--- src/rtl/fpd_pkg.sv ---
// ----------------------------------------------------------------------------
// fpd_pkg
// Shared types and constants for the palette dither pixel engine.
// ----------------------------------------------------------------------------
package fpd_pkg;

    localparam int GRID_STEP_DEF    = 4;
    localparam int FRAME_WIDTH_DEF  = 144;
    localparam int FRAME_HEIGHT_DEF = 168;
    localparam int PALETTE_SIZE_DEF = 256;

    localparam int NUM_STAGES = 9;

    localparam logic [1:0] KIND_FIELD  = 2'd0;
    localparam logic [1:0] KIND_PAL    = 2'd1;
    localparam logic [1:0] KIND_RENDER = 2'd2;

    localparam logic [7:0] ROUND_MASK = 8'h3f;
    localparam int         ROUND_SH   = 6;
    localparam int         DITH_SH    = 7;
    localparam logic [3:0] ALPHA_CODE = 4'hc;
    localparam logic [1:0] CHAN_MAX   = 2'd3;

    typedef enum logic [1:0] {
        OP_NONE,
        OP_FIELD_WR,
        OP_PAL_WR,
        OP_RENDER
    } t_op;

    typedef struct packed {
        t_op         op;
        logic [5:0]  dith;
        logic [7:0]  pidx;
        logic [23:0] rgb;
    } t_side;

    // 8x8 ordered dither matrix, row-major, index {y[2:0], x[2:0]}
    localparam logic [5:0] BAYER [0:63] = '{
        6'd0,  6'd48, 6'd12, 6'd60, 6'd3,  6'd51, 6'd15, 6'd63,
        6'd32, 6'd16, 6'd44, 6'd28, 6'd35, 6'd19, 6'd47, 6'd31,
        6'd8,  6'd56, 6'd4,  6'd52, 6'd11, 6'd59, 6'd7,  6'd55,
        6'd40, 6'd24, 6'd36, 6'd20, 6'd43, 6'd27, 6'd39, 6'd23,
        6'd2,  6'd50, 6'd14, 6'd62, 6'd1,  6'd49, 6'd13, 6'd61,
        6'd34, 6'd18, 6'd46, 6'd30, 6'd33, 6'd17, 6'd45, 6'd29,
        6'd10, 6'd58, 6'd6,  6'd54, 6'd9,  6'd57, 6'd5,  6'd53,
        6'd42, 6'd26, 6'd38, 6'd22, 6'd41, 6'd25, 6'd37, 6'd21
    };

endpackage

--- src/rtl/fpd_dither.sv ---
// ----------------------------------------------------------------------------
// fpd_dither
// Ordered dither of one palette entry to 2 bits per channel, packed
// behind the alpha code.
// ----------------------------------------------------------------------------
module fpd_dither (
    input  logic [23:0] i_entry,
    input  logic [5:0]  i_dith,
    output logic [7:0]  o_pixel
);

    function automatic logic [1:0] quant(input logic [7:0] c, input logic [5:0] d);
        logic [13:0] prod;
        logic [8:0]  o;
        logic [8:0]  n;
        logic [2:0]  q;
        prod = {6'd0, c} * {8'd0, d};
        o    = ({1'b0, c} + 9'(prod >> fpd_pkg::DITH_SH)) >> 1;
        n    = (o + 9'((fpd_pkg::ROUND_MASK + 8'd1) >> 1)) & ~{1'b0, fpd_pkg::ROUND_MASK};
        q    = n[8:fpd_pkg::ROUND_SH];
        return (q > 3'(fpd_pkg::CHAN_MAX)) ? fpd_pkg::CHAN_MAX : q[1:0];
    endfunction

    logic [1:0] red_q;
    logic [1:0] green_q;
    logic [1:0] blue_q;

    always_comb begin
        red_q   = quant(i_entry[23:16], i_dith);
        green_q = quant(i_entry[15:8], i_dith);
        blue_q  = quant(i_entry[7:0], i_dith);
        o_pixel = 8'({4'd0, fpd_pkg::ALPHA_CODE} << 4) | {2'b00, red_q, green_q, blue_q};
    end

endmodule

--- config.mk ---
export PLATFORM = sky130hd
export DESIGN_NAME = fpd_dither
export DESIGN_NICKNAME = d
export VERILOG_FILES = /design/src/rtl/fpd_pkg.sv /design/src/rtl/fpd_dither.sv
export SDC_FILE = /design/constraint.sdc
export NUM_CORES = 1
export LEC_CHECK = 0
export BUFFER_PORTS_ARGS = -buffer_cell sky130_fd_sc_hd__buf_4
export CELL_PAD_IN_SITES_DETAIL_PLACEMENT = 0
export CELL_PAD_IN_SITES_GLOBAL_PLACEMENT = 1
export CORE_MARGIN = 4
export CORE_UTILIZATION = 35
export DETAILED_ROUTE_END_ITERATION = 7
export PLACE_DENSITY = 0.69
export SYNTH_ARGS = -nofsm -noshare
export SYNTH_HDL_FRONTEND = slang
export SYNTH_SLANG_ARGS = --single-unit
--- constraint.sdc ---
create_clock -name vclk -period 5.19
set_input_delay 0.2595 -clock vclk [all_inputs]
set_output_delay 0.2595 -clock vclk [all_outputs]
set_load 0.01 [all_outputs]
==> impl_metrics.toml <==
[logic_synthesis]
synth_cells = 555
seq_area_frac_synth = 0
yosysWarnings = 0
netlist_area_sq_um = 4720
ys_types = 43
syn_avg_cell_area_sq_um = 8.50

[floorplanning]
fp-row-count = 42
core_area_sq_um = 13200
die_w_um = 124
start_util = 0.356
dieHeight_um = 124
dieArea_sq_um = 15400
ioPinCount = 38

[sta]
hold_viol = 0
rsz0062_at_grt = "true"
slew_viol_final = 0
fin_ws_ps = -240
finalCriticalPeriod_ps = 5430
setup_viol = 4
final.period_utilization = 1.05
fmaxAchievable_mhz = 184

[power]
p_sw_frac = 0.467
p_leak_nw = 3.19
p_sw_uw = 895
peakVddDrop_mv = 0.160
p_per_area_nw_per_um2 = 305
p_clk_frac = 0
combPwrFrac = 1.000
power_frac_seq = 0
p_int_mw = 1.02

[cells_and_area]
area_growth_pct = 33.0
fin_nets = 859
drive_above_1_share = 0.315
n_fill_cell = 1307
layout_common_cells = "buf_4 (126), inv_1 (96), and2_1 (92)"
fin_cells = 853
clkbuf_count = 0
final_util = 0.474
seq_cell_count = 0
layout_commonest_cell = "buf_4"
regArea_sq_um = 0
diodes = 0

[status]
violations = "setup timing"
status = "finished, violations left"

[setup_path]
critPathKind = "input port to output port"
endpoint_kind = "output port"
worstPathRequired_ps = 4930
crit_fanout = 12
critical_path_arrival_ps = 5170
start_kind = "input port"
crit_start = "i_dith[2]"

[drt]
vias = 4035
dr.pass1.iters = 5
wl_per_cell_um = 13.6
ant_nets = 0
routed_via_density = 4.73
drtIter0Drc = 126
routed_wl_um = 11600
drc = 0

[job]
max_cap_viol_count = 0

[global_route]
grt_overflow = 0
grt_pass1_wl_um = 20100
grtUsageTotal = 0.157
grt_pass1_vias = 4333
grt_max_degree = 19
antenna_found_initial = 0

[worst_hold_path]
hold_path.class = "input port to output port"
hold_depth = 5
hold_end = "o_pixel[0]"
worstHoldStart = "i_entry[7]"

[placed_design]
hpwl_um = 9730
port_buffers = 36
place.gp.congestion = 0.852
dpl_worst_slack_ps = -339
dp.cells = 828

[clock_tree]
cts_hold_buffers = 0
## Yosys cell counts (4+ instances only)
| cell | instances | area share |
|---|---|---|
| or3_1 | 4 | 0.0053 |
| a211o_1 | 4 | 0.0074 |
| xnor2_1 | 14 | 0.026 |
| nand4_1 | 4 | 0.0053 |
| fa_1 | 72 | 0.31 |
| nand2_1 | 37 | 0.029 |
| nand3_1 | 9 | 0.0095 |
| inv_1 | 105 | 0.084 |
| a21o_1 | 4 | 0.0064 |
| ha_1 | 78 | 0.21 |
| and2_1 | 107 | 0.14 |
| clkbuf_1 | 15 | 0.012 |
| a31oi_1 | 4 | 0.0053 |
| xor2_1 | 6 | 0.011 |
| a21oi_1 | 13 | 0.014 |
| o21a_1 | 7 | 0.011 |
| nor2_1 | 21 | 0.017 |
| o21ai_0 | 6 | 0.0064 |
| o21ai_2 | 6 | 0.011 |
## cells by family (layout without fill, tap and decap cells)
group,after synthesis,count (layout),synth area share
AND/OR/NAND/NOR,194,194,0.226
adder cells (fa/ha/maj),150,150,0.512
buffers and inverters,124,245,0.103
AO/OA/AOI/OAI,64,64,0.116
XOR/XNOR,20,20,0.0371
multiplexers,2,2,0.00477
other,1,2,0.000795
## area by class of cell
type	instances	area [sq um]	share of cell area
multi-input cells	432	4500	0.717
repair buffers	140	1160	0.185
inverters	105	394	0.0628
well taps	176	220	0.0351
## worst max-delay path, stage by stage
cell       delay, ps
buf_8            130
buf_4            140
and2_1           140
fa_1             470
fa_1             570
inv_2             40
fa_1             500
inv_2             50
ha_4             170
a2111oi_4        320
o21ai_2          120
a31oi_2          200
buf_4            140
xnor2_1          130
ha_1             270
o21a_1           200
o21a_1           210
a21oi_2          150
nand3_2          120
a31oi_1          240
a21boi_4         100
ha_4             170
xnor2_1          180
buf_4            160
## through the flow
step	power (mW)	instance area [sq um]	hold WS [ps]	TNS, ps
CTS	1.84	6150	1100	-302
detailed placement	1.61	5770	1120	-1690
global route	2.15	6270	1180	-2000
global placement	1.55	5770	1080	-1100
finish	1.91	6270	1130	-575
floorplan	1.10	4800	675	-53.5
## per-layer routing
layer	GRT usage	vias up	wire length, um
li1	-	1994	-
met1	0.224	1986	5560
met2	0.279	49	5700
met3	0.00363	6	270
met4	0.00684	0	54
met5	0	-	0
## how the worst max path moves through the flow
stage,cells past startpoint,endpoint,slack [ps]
floorplan,24,o_pixel[0],-30
global placement,24,o_pixel[5],-220
detailed placement,24,o_pixel[5],-340
CTS,24,o_pixel[1],-100
global route,24,o_pixel[5],-490
finish,24,o_pixel[5],-240
## power by group through the flow
stage	clock network (mW)	registers, mW	logic (mW)
6_report	0	0	1.91
3_5_place_dp	0	0	1.61
5_1_grt	0	0	2.15
4_1_cts	0	0	1.84
3_3_place_gp	0	0	1.55
2_1_floorplan	0	0	1.10
## timing repair
action | CTS | global route
endpoints found under the setup margin | 6 | 6
pin swaps | 46 | 32
gates cloned | 1 | 0
setup buffers | 21 | 3
gates resized for setup | 50 | 29
(Power assumes the default switching activity.)
