--- config.mk ---
export PLATFORM = sky130hd
export DESIGN_NAME = fpd_field_banks
export DESIGN_NICKNAME = d
export VERILOG_FILES = /design/src/rtl/fpd_field_banks.sv
export SDC_FILE = /design/constraint.sdc
export NUM_CORES = 1
export LEC_CHECK = 0
export ABC_CLOCK_PERIOD_IN_PS = 1700
export BUFFER_PORTS_ARGS = -buffer_cell sky130_fd_sc_hd__buf_2
export CORE_UTILIZATION = 50
export CTS_CLUSTER_DIAMETER = 30
export DETAILED_ROUTE_END_ITERATION = 12
export HOLD_SLACK_MARGIN = 0.06
export PLACE_DENSITY = 0.68
export SYNTH_ARGS = -nofsm -noshare
export SYNTH_HDL_FRONTEND = slang
export SYNTH_SLANG_ARGS = --single-unit
--- constraint.sdc ---
create_clock -name i_clk -period 1.7 [get_ports i_clk]
set_clock_uncertainty 0.1 [all_clocks]
set_input_delay 0.17 -clock i_clk [delete_from_list [all_inputs] [get_ports i_clk]]
set_output_delay 0.17 -clock i_clk [all_outputs]
set_load 0.03 [all_outputs]
--- src/rtl/fpd_field_banks.sv ---
// ----------------------------------------------------------------------------
// fpd_field_banks
// Field grid split into four banks by column and row parity, so the four
// neighbors of a pixel are read in the same cycle. One write port shared.
// ----------------------------------------------------------------------------
module fpd_field_banks #(
    parameter int DEPTH = 2,
    parameter int AW    = 1
) (
    input  logic                  i_clk,
    input  logic                  i_rd_en,
    input  logic [3:0][AW-1:0]    i_rd_addr,
    output logic [3:0][7:0]       o_rd_data,
    input  logic [3:0]            i_wr_en,
    input  logic [AW-1:0]         i_wr_addr,
    input  logic [7:0]            i_wr_data
);

    for (genvar b = 0; b < 4; b++) begin : g_bank
        logic [7:0] mem [0:DEPTH-1];
        logic [7:0] r_rd;

        always_ff @(posedge i_clk) begin
            if (i_wr_en[b]) begin
                mem[i_wr_addr] <= i_wr_data;
            end
            if (i_rd_en) begin
                r_rd <= mem[i_rd_addr[b]];
            end
        end

        assign o_rd_data[b] = r_rd;
    end

endmodule

==> results.toml, run 1 <==
[clock_tree]
path_clk_slew_ns = 0.09
clock_sinks = 96
tritoncts = "done"
cts_resized = 0
cts_root_buf = "clkbuf_8"
cts_buffers = 9
cts_setup_buffers = 0
cts_max_level = 3
ctsLongestPathBuffers = 2
clk_latency_ns = 0.35

[pwr]
clkPwrFrac_pct = 32.5
finalPower_mw = 4.831
p_comb_share_pct = 8.8
internal_power_mw = 3.798
p_leak_nw = 1.551
swShare_pct = 21.39
ir_drop_mv = 0.6250
seqPwrFrac_pct = 58.7
p_sw_mw = 1.033
power_density_nw_per_um2 = 1185

[setup_path]
endpoint_kind = "output port"
crit_slowest_cell = "edfxtp_1"
slowest_delay_ns = 0.42
worstPathCellList = "buf_2"
critPathArrivalTime_ns = 0.96
cp_num_buf_inv = 1
critPathKind = "reg -> out"
rrSetupSlack_ns = 0.67
cp-start-kind = "flip-flop"
worstPathRequired_ns = 1.43
crit_family = "flip-flops"
path_max_fanout = 1

[grt]
grt_use_total_pct = 15.90
antenna_found_initial = 0
first_global_vias = 1488
grt_pass1_wl_mm = 8.010
grt_max_degree = 33
grt_overflow = 0

[logic_synthesis]
synth_seq_cells = 96
async_reset_ff_share_pct = 0
synth_cells = 140
synth_edf_count = 96
ys_top_cells_by_count = "edfxtp_1, mux2_4, and2_1, buf_6, nor2b_1"
ys.flop_type = "edfxtp_1"
synth_cell_types = 5
ys_seq_area_share_pct = 83.36
ys_top_cells_by_area = "edfxtp_1, mux2_4, buf_6"
synth_top_area_share_pct = 83.36
synth_area_per_cell_sq_um = 24.70
synth_fp_nets = 159
synth_area_sq_um = 3458
yosysTopAreaCell = "edfxtp_1"
synth_most_common_cell = "edfxtp_1"
yosys_warnings = 0

[placement]
hpwl_mm = 3.371
pre_cts_ws_ns = 0.4980
gp_congestion = 0.7273
numPortBuffers = 50

[min_path]
hold_class = "in -> reg"

[floorplanning]
dieArea_sq_um = 7253
die_width_um = 85.17
top_level_ports = 51
start_util_pct = 53.25
placementRows = 29
core_area_sq_um = 6495
die_y_um = 85.17

[timing]
period_share_pct = 72.44
hold_viol = 0
setup_tns_ns = 0
fmax_ghz = 0.8120
timing.final.crit_period_ns = 1.232
setup_viol = 0
setup_ws_ns = 0.4684
finalMaxSlewViolations = 0
worst_pin_slew_ns = 0.4416
rsz0062_at_grt = "false"
whs_ns = 0.08273
slew_headroom_pct = 70.56

[drt]
avgRoutedWirePerCell_um = 18.12
drt_iter0_drc = 100
drt-vias-per-instance = 5.138
vias = 1490
drtPass1Iterations = 4
drcViolationCount = 0
wl_mm = 5.255
final_antenna_net_count = 0

[final_layout]
final_core_util_pct = 62.74
antenna_cells = 0
drive_gt1_share_pct = 47.89
fill_cells = 445
area_growth_pct = 17.84
nNetsFinal = 227
multiInputGateArea_sq_um = 530.5
regArea_sq_um = 2883

[flow_run]
max_cap_viol_count = 0

[outcome]
outcome = "finished, final reports clean"
layout make-up:
type,instances,area share (%)
Clock buffer,9,3.040
Clock inverter,7,2.303
Multi-Input combinational cell,40,13.02
Sequential cell,96,70.74
Tap cell,77,2.364
Timing Repair Buffer,61,8.535
registers in the layout (all words and copies together), names as in the netlist:
name / flops
g_bank.mem: 64
g_bank.r_rd: 32
kinds of logic (layout without fill, tap and decap cells):
group,count (synthesis),after routing,share of synthesized area [%]
buffers and inverters,4,77,1.302
AND/OR/NAND/NOR,8,8,1.447
multiplexers,32,32,13.89
flip-flops,96,96,83.36
power groups by stage:
stage	Clock [mW]	Sequential (mW)	Combinational (mW)
global route	1.69	2.85	0.449
floorplan	0	3.00	0.162
finish	1.57	2.84	0.424
CTS	1.59	2.84	0.429
detailed placement	0	2.89	0.416
global placement	0	2.88	0.405
stage by stage:
stage / instances / area [sq um]
final: 290 / 4075
after global routing: 290 / 4075
after CTS: 290 / 4075
after detailed placement: 268 / 3797
after global placement: 268 / 3797
after floorplan: 140 / 3458
placed cells by master (no fill, tap or decap):
cell           synthesis  layout
and2_1                 4       4
clkinvlp_4             0       1
nor2b_1                4       4
bufinv_16              0       2
clkinv_2               0       1
buf_2                  0      50
inv_6                  0       2
buf_4                  0       5
mux2_4                32      32
clkbuf_8               0       9
edfxtp_1              96      96
clkinv_1               0       1
dlygate4sd3_1          0       6
layer usage:
| metal | vias to the layer above | track usage (%) | wire length, um |
|---|---|---|---|
| li1 | 688 | - | - |
| met1 | 744 | 19.67 | 2149 |
| met2 | 49 | 26.61 | 2749 |
| met3 | 9 | 4.086 | 272 |
| met4 | 0 | 7.088 | 83 |
| met5 | - | 0 | 0 |
final timing paths:
| kind | startpoint | to | depth (start not counted) |
|---|---|---|---|
| max | g_bank[2].r_rd[4] | o_rd_data[20] | 1 |
| min | i_wr_data[1] | g_bank[2].mem[0][1] | 1 |
| max reg2reg | g_bank[2].mem[0][3] | g_bank[2].r_rd[3] | 1 |
| min reg2reg | g_bank[0].mem[0][7] | g_bank[0].r_rd[7] | 1 |
repair_timing:
| item | 4_1_cts | 5_1_grt |
|---|---|---|
| endpoints found under the hold margin | 37 | 0 |
| endpoints found under the setup margin | 0 | 0 |
| hold buffers | 6 | 0 |
No activity file was read; power rests on OpenSTA's default activity.
==> inputs of run 2 (changes only) <==
--- a/config.mk
+++ b/config.mk
@@ -5,13 +5,13 @@
 export SDC_FILE = /design/constraint.sdc
 export NUM_CORES = 1
 export LEC_CHECK = 0
-export ABC_CLOCK_PERIOD_IN_PS = 1700
+export ABC_CLOCK_PERIOD_IN_PS = 1100
 export BUFFER_PORTS_ARGS = -buffer_cell sky130_fd_sc_hd__buf_2
 export CORE_UTILIZATION = 50
 export CTS_CLUSTER_DIAMETER = 30
 export DETAILED_ROUTE_END_ITERATION = 12
 export HOLD_SLACK_MARGIN = 0.06
-export PLACE_DENSITY = 0.68
+export PLACE_DENSITY = 0.71
 export SYNTH_ARGS = -nofsm -noshare
 export SYNTH_HDL_FRONTEND = slang
 export SYNTH_SLANG_ARGS = --single-unit
==> constraint.sdc (replaced) <==
create_clock -name i_clk -period 1.1 [get_ports i_clk]
set_clock_uncertainty 0.1 [all_clocks]
set_input_delay 0.11 -clock i_clk [delete_from_list [all_inputs] [get_ports i_clk]]
set_output_delay 0.11 -clock i_clk [all_outputs]
set_load 0.03 [all_outputs]
==> run 2 against run 1 <==
Compared with the run above: register-to-register slack worse by 0.59 ns; the run now ends with setup timing left; routed wire length is 1.0% lower; flip-flop and latch count stayed put; total power is 66% higher; critical endpoint is now o_rd_data[6]; cell area increased by 7.0%; sequential power rose by 55%; global-route usage rose by 0.12 points; count of clock-buffer cells in the layout did not move; worst hold slack better by 0.028 ns; first-iteration DRC count is 4.0% higher; combinational power increased by 81%.
==> results.toml, run 2 (synthesis gave the netlist of run 1 again) <==
[timing]
whs_ns = 0.1104
setup_ws_ns = -0.05238
setup_tns_ns = -0.2782
finalMaxSlewViolations = 0
setup_viol = 20
timing.final.crit_period_ns = 1.152
fmax_ghz = 0.8678
rsz0062_at_grt = "true"
slew_headroom_pct = 74.90
worst_pin_slew_ns = 0.3764
period_share_pct = 104.8
hold_viol = 0

[placement]
numPortBuffers = 50
placed_cells = 270
hpwl_mm = 3.256
pre_cts_ws_ns = -0.002605
gp_congestion = 0.7711

[final_layout]
top_regs = "g_bank.mem: 64 flops, g_bank.r_rd: 32 flops"
fill_cells = 385
antenna_cells = 0
nNetsFinal = 231
largest_register_ffs = 64
layout_common_cells = "edfxtp_1, mux2_4, buf_6"
layout.cells.most_common = "edfxtp_1"
regMostFlops = "g_bank.mem"
final_cell_count_no_fill = 293
area_growth_pct = 26.12
drive_gt1_share_pct = 48.15

[clock_tree]
clock_sinks = 96
ctsLongestPathBuffers = 2
cts_max_level = 3
cts_setup_buffers = 0
cts_buffers = 9
tritoncts = "done"
cts_root_buf = "clkbuf_8"
path_clk_slew_ns = 0.08
clk_latency_ns = 0.35

[grt]
grt_max_degree = 33
grt_use_total_pct = 16.02
grt_pass1_wl_mm = 7.948
grt_overflow = 0
antenna_found_initial = 0
first_global_vias = 1536

[pwr]
p_leak_nw = 1.659
seqPwrFrac_pct = 55.0
internal_power_mw = 6.420
power_density_nw_per_um2 = 1837
clkPwrFrac_pct = 35.4
finalPower_mw = 8.012
p_sw_mw = 1.591
swShare_pct = 19.86
ir_drop_mv = 1.102
p_comb_share_pct = 9.6

[drt]
final_antenna_net_count = 0
avgRoutedWirePerCell_um = 17.75
drt-vias-per-instance = 5.044
wl_mm = 5.201
drtPass1Iterations = 4
vias = 1478
drt_iter0_drc = 104
drcViolationCount = 0

[floorplanning]
dieArea_sq_um = 7253
placementRows = 29
core_area_sq_um = 6495
die_width_um = 85.17
start_util_pct = 53.25
die_y_um = 85.17
top_level_ports = 51

[outcome]
outcome = "finished, violations left"
violations = "setup timing"

[setup_path]
cp-start-kind = "flip-flop"
crit_family = "flip-flops"
worstPathRequired_ns = 0.89
endpoint_kind = "output port"
crit_slowest_cell = "edfxtp_1"
critPathKind = "reg -> out"
cp_num_buf_inv = 1
critPathArrivalTime_ns = 0.94
slowest_delay_ns = 0.43
path_max_fanout = 1
worstPathCellList = "buf_6"

[flow_run]
max_cap_viol_count = 0

[min_path]
hold_class = "in -> reg"
## run 2: routing by layer
metal	share of wire (%)	global-route usage [%]	wire length, um
met5	0	0	0
met4	3.1	12.63	162
met3	5.3	4.669	278
met2	52	25.29	2692
met1	40	18.42	2068
## run 2: power by group through the flow
stage | combinational, mW | sequential (mW) | clock [mW]
5_1_grt | 0.811 | 4.43 | 3.01
4_1_cts | 0.773 | 4.41 | 2.89
2_1_floorplan | 0.250 | 4.64 | 0
3_5_place_dp | 0.654 | 4.47 | 0
6_report | 0.769 | 4.41 | 2.84
3_3_place_gp | 0.634 | 4.46 | 0
## run 2: stage by stage
step	area [sq um]	utilization, %
detailed placement	3825	58.89
CTS	4362	67.15
global route	4362	67.15
floorplan	3458	-
global placement	3825	58.89
finish	4362	67.15
## run 2: layout make-up
cell class	count	area, sq um	area share (%)
Clock buffer	9	123.9	2.840
Clock inverter	6	132.6	3.041
Multi-Input combinational cell	40	530.5	12.16
Sequential cell	96	2883	66.09
Tap cell	77	96.34	2.209
Timing Repair Buffer	65	595.6	13.65
## run 2: repair_timing
item                                   4_1_cts  5_1_grt
setup endpoints to repair                   32       32
pin swaps                                    0        0
endpoints found under the hold margin       64        0
gates resized for setup                     64        0
hold buffers                                 8        0
## run 2: path summary, 6_finish.rpt
path                       startpoint           endpoint  slack, ns  depth (start not counted)
setup / recovery    g_bank[0].r_rd[6]       o_rd_data[6]      -0.05                          1
hold / removal                i_rd_en  g_bank[0].r_rd[4]       0.11                          2
setup reg to reg  g_bank[1].mem[1][2]  g_bank[1].r_rd[2]       0.08                          1
hold reg to reg   g_bank[3].mem[0][3]  g_bank[3].r_rd[3]       0.45                          1
==> inputs of run 3 (changes only) <==
==> constraint.sdc (replaced) <==
create_clock -name i_clk -period 1.1 [get_ports i_clk]
set_clock_uncertainty 0.1 [all_clocks]
set_input_delay 0.33 -clock i_clk [delete_from_list [all_inputs] [get_ports i_clk]]
set_output_delay 0.33 -clock i_clk [all_outputs]
set_load 0.03 [all_outputs]
==> run 3 against run 2 <==
Compared with the run above: the flow still finishes with violations (setup timing); cell area fell by 1.5%; core utilization fell by 1.0 points; via count barely moved; worst hold slack improved by 0.087 ns; final cell count fell by 0.34%; fmax fell by 16%; total power fell by 9.0%; highest routed layer unchanged; routed wire length fell by 0.88%; flip-flop and latch count did not move; combinational power rose by 2%; first-iteration DRC count fell by 1.9%; die area did not move.
==> results.toml, run 3 (synthesis gave the netlist of run 1 again) <==
[floorplanning]
core_area_sq_um = 6495
die_width_um = 85.17
die_y_um = 85.17
placementRows = 29
start_util_pct = 53.25
top_level_ports = 51
dieArea_sq_um = 7253

[setup_path]
cp-start-kind = "flip-flop"
worstPathCellList = "buf_6"
cp_num_buf_inv = 1
slowest_delay_ns = 0.43
critPathKind = "reg -> out"
endpoint_kind = "output port"
crit_family = "flip-flops"
r2r-start = "g_bank[1].mem[1][7]"
crit_slowest_cell = "edfxtp_1"
worstSetupStartpoint = "g_bank[1].r_rd[0]"
path_max_fanout = 1
worstPathRequired_ns = 0.67
critPathArrivalTime_ns = 0.95
rrSetupSlack_ns = 0.10

[placement]
numPortBuffers = 50
postPlaceCellArea_sq_um = 3918
placed_cells = 276
gp_congestion = 0.7470
hpwl_mm = 3.447

[pwr]
seqPwrFrac_pct = 60.4
p_leak_nw = 1.639
swShare_pct = 21.27
power_density_nw_per_um2 = 1697
clkPwrFrac_pct = 28.9
p_comb_share_pct = 10.7
ir_drop_mv = 0.9237
internal_power_mw = 5.741
p_sw_mw = 1.551

[drt]
drt_iter0_drc = 102
vias = 1479
drtPass1Iterations = 5
drt-vias-per-instance = 5.065
wl_mm = 5.155
drcViolationCount = 0
final_antenna_net_count = 0
avgRoutedWirePerCell_um = 17.65

[grt]
grt_use_total_pct = 15.96
grt_pass1_wl_mm = 8.038
grt_overflow = 0
grt_max_degree = 20
antenna_found_initial = 0
first_global_vias = 1602

[timing]
worst_pin_slew_ns = 0.2655
timing.final.crit_period_ns = 1.377
setup_viol = 32
hold_viol = 0
fmax_ghz = 0.7264
rsz0062_at_grt = "true"
finalMaxSlewViolations = 0
setup_ws_ns = -0.2766
period_share_pct = 125.1
slew_headroom_pct = 82.30

[clock_tree]
cts_max_level = 3
cts_root_buf = "clkbuf_8"
ctsHoldBuffers = 0
path_clk_slew_ns = 0.08
ctsLongestPathBuffers = 2
cts_setup_buffers = 0
tritoncts = "done"
cts_buffers = 9
clk_latency_ns = 0.35
clock_sinks = 96

[final_layout]
area_growth_pct = 24.24
drive_gt1_share_pct = 51.63
final_cell_count_no_fill = 292
nNetsFinal = 229
regMostFlops = "g_bank.mem"
design_area_sq_um = 4297
fill_cells = 422
layout_common_cells = "edfxtp_1, mux2_4, buf_6"
largest_register_ffs = 64
antenna_cells = 0
layout.cells.most_common = "edfxtp_1"
top_regs = "g_bank.mem: 64 flops, g_bank.r_rd: 32 flops"

[min_path]
min_from = "i_wr_data[5]"
hold_class = "in -> reg"

[outcome]
outcome = "finished, violations left"
violations = "setup timing"

[flow_run]
max_cap_viol_count = 0
==> run 3: timing repair <==
| item | CTS | global route |
|---|---|---|
| hold endpoints to repair | 0 | 0 |
| gates resized for setup | 64 | 0 |
| endpoints found under the setup margin | 32 | 32 |
==> run 3: worst paths after layout <==
path,end,depth (start not counted)
worst max-delay path,o_rd_data[8],1
worst min-delay path,g_bank[0].mem[0][5],1
worst max register to register,g_bank[1].r_rd[7],1
worst min register to register,g_bank[1].r_rd[4],1
==> run 3: final cells by class <==
cell class	instances	area (sq um)	share of cell area [%]
flip-flops and latches	96	2883	67.09
repair buffers	63	598.1	13.92
multi-input cells	40	540.5	12.58
clock buffers	11	131.4	3.058
well taps	77	96.34	2.242
clock inverters	5	47.55	1.107
==> run 3: power by group through the flow <==
stage          clock network [mW]  registers, mW  logic [mW]
6_report                     2.10           4.41       0.781
3_3_place_gp                    0           4.46       0.666
5_1_grt                      2.32           4.43       0.821
3_5_place_dp                    0           4.47       0.690
4_1_cts                      2.17           4.41       0.787
2_1_floorplan                   0           4.63       0.259
==> run 3: layer usage <==
layer  vias up  global-route usage (%)  routed length (um)
li1        692                       -                   -
met1       726                   17.47                2066
met2        51                   27.49                2730
met3        10                   5.350                 230
met4         0                   8.629                 128
met5         -                       0                   0
==> run 3: through the flow <==
| stage | utilization (%) | hold WS, ns | power (mW) | worst slack [ns] | TNS [ns] |
|---|---|---|---|---|---|
| final | 66.15 | 0.1972 | 7.291 | -0.2766 | -7.052 |
| after global routing | 66.15 | 0.1919 | 7.566 | -0.3209 | -8.499 |
| after CTS | 66.15 | 0.1806 | 7.366 | -0.2865 | -7.754 |
| after detailed placement | 60.32 | 0.4337 | 5.159 | -0.1663 | -12.93 |
| after global placement | 60.32 | 0.4280 | 5.125 | -0.1464 | -11.34 |
| after floorplan | - | 0.3289 | 4.893 | 0.007083 | 0 |
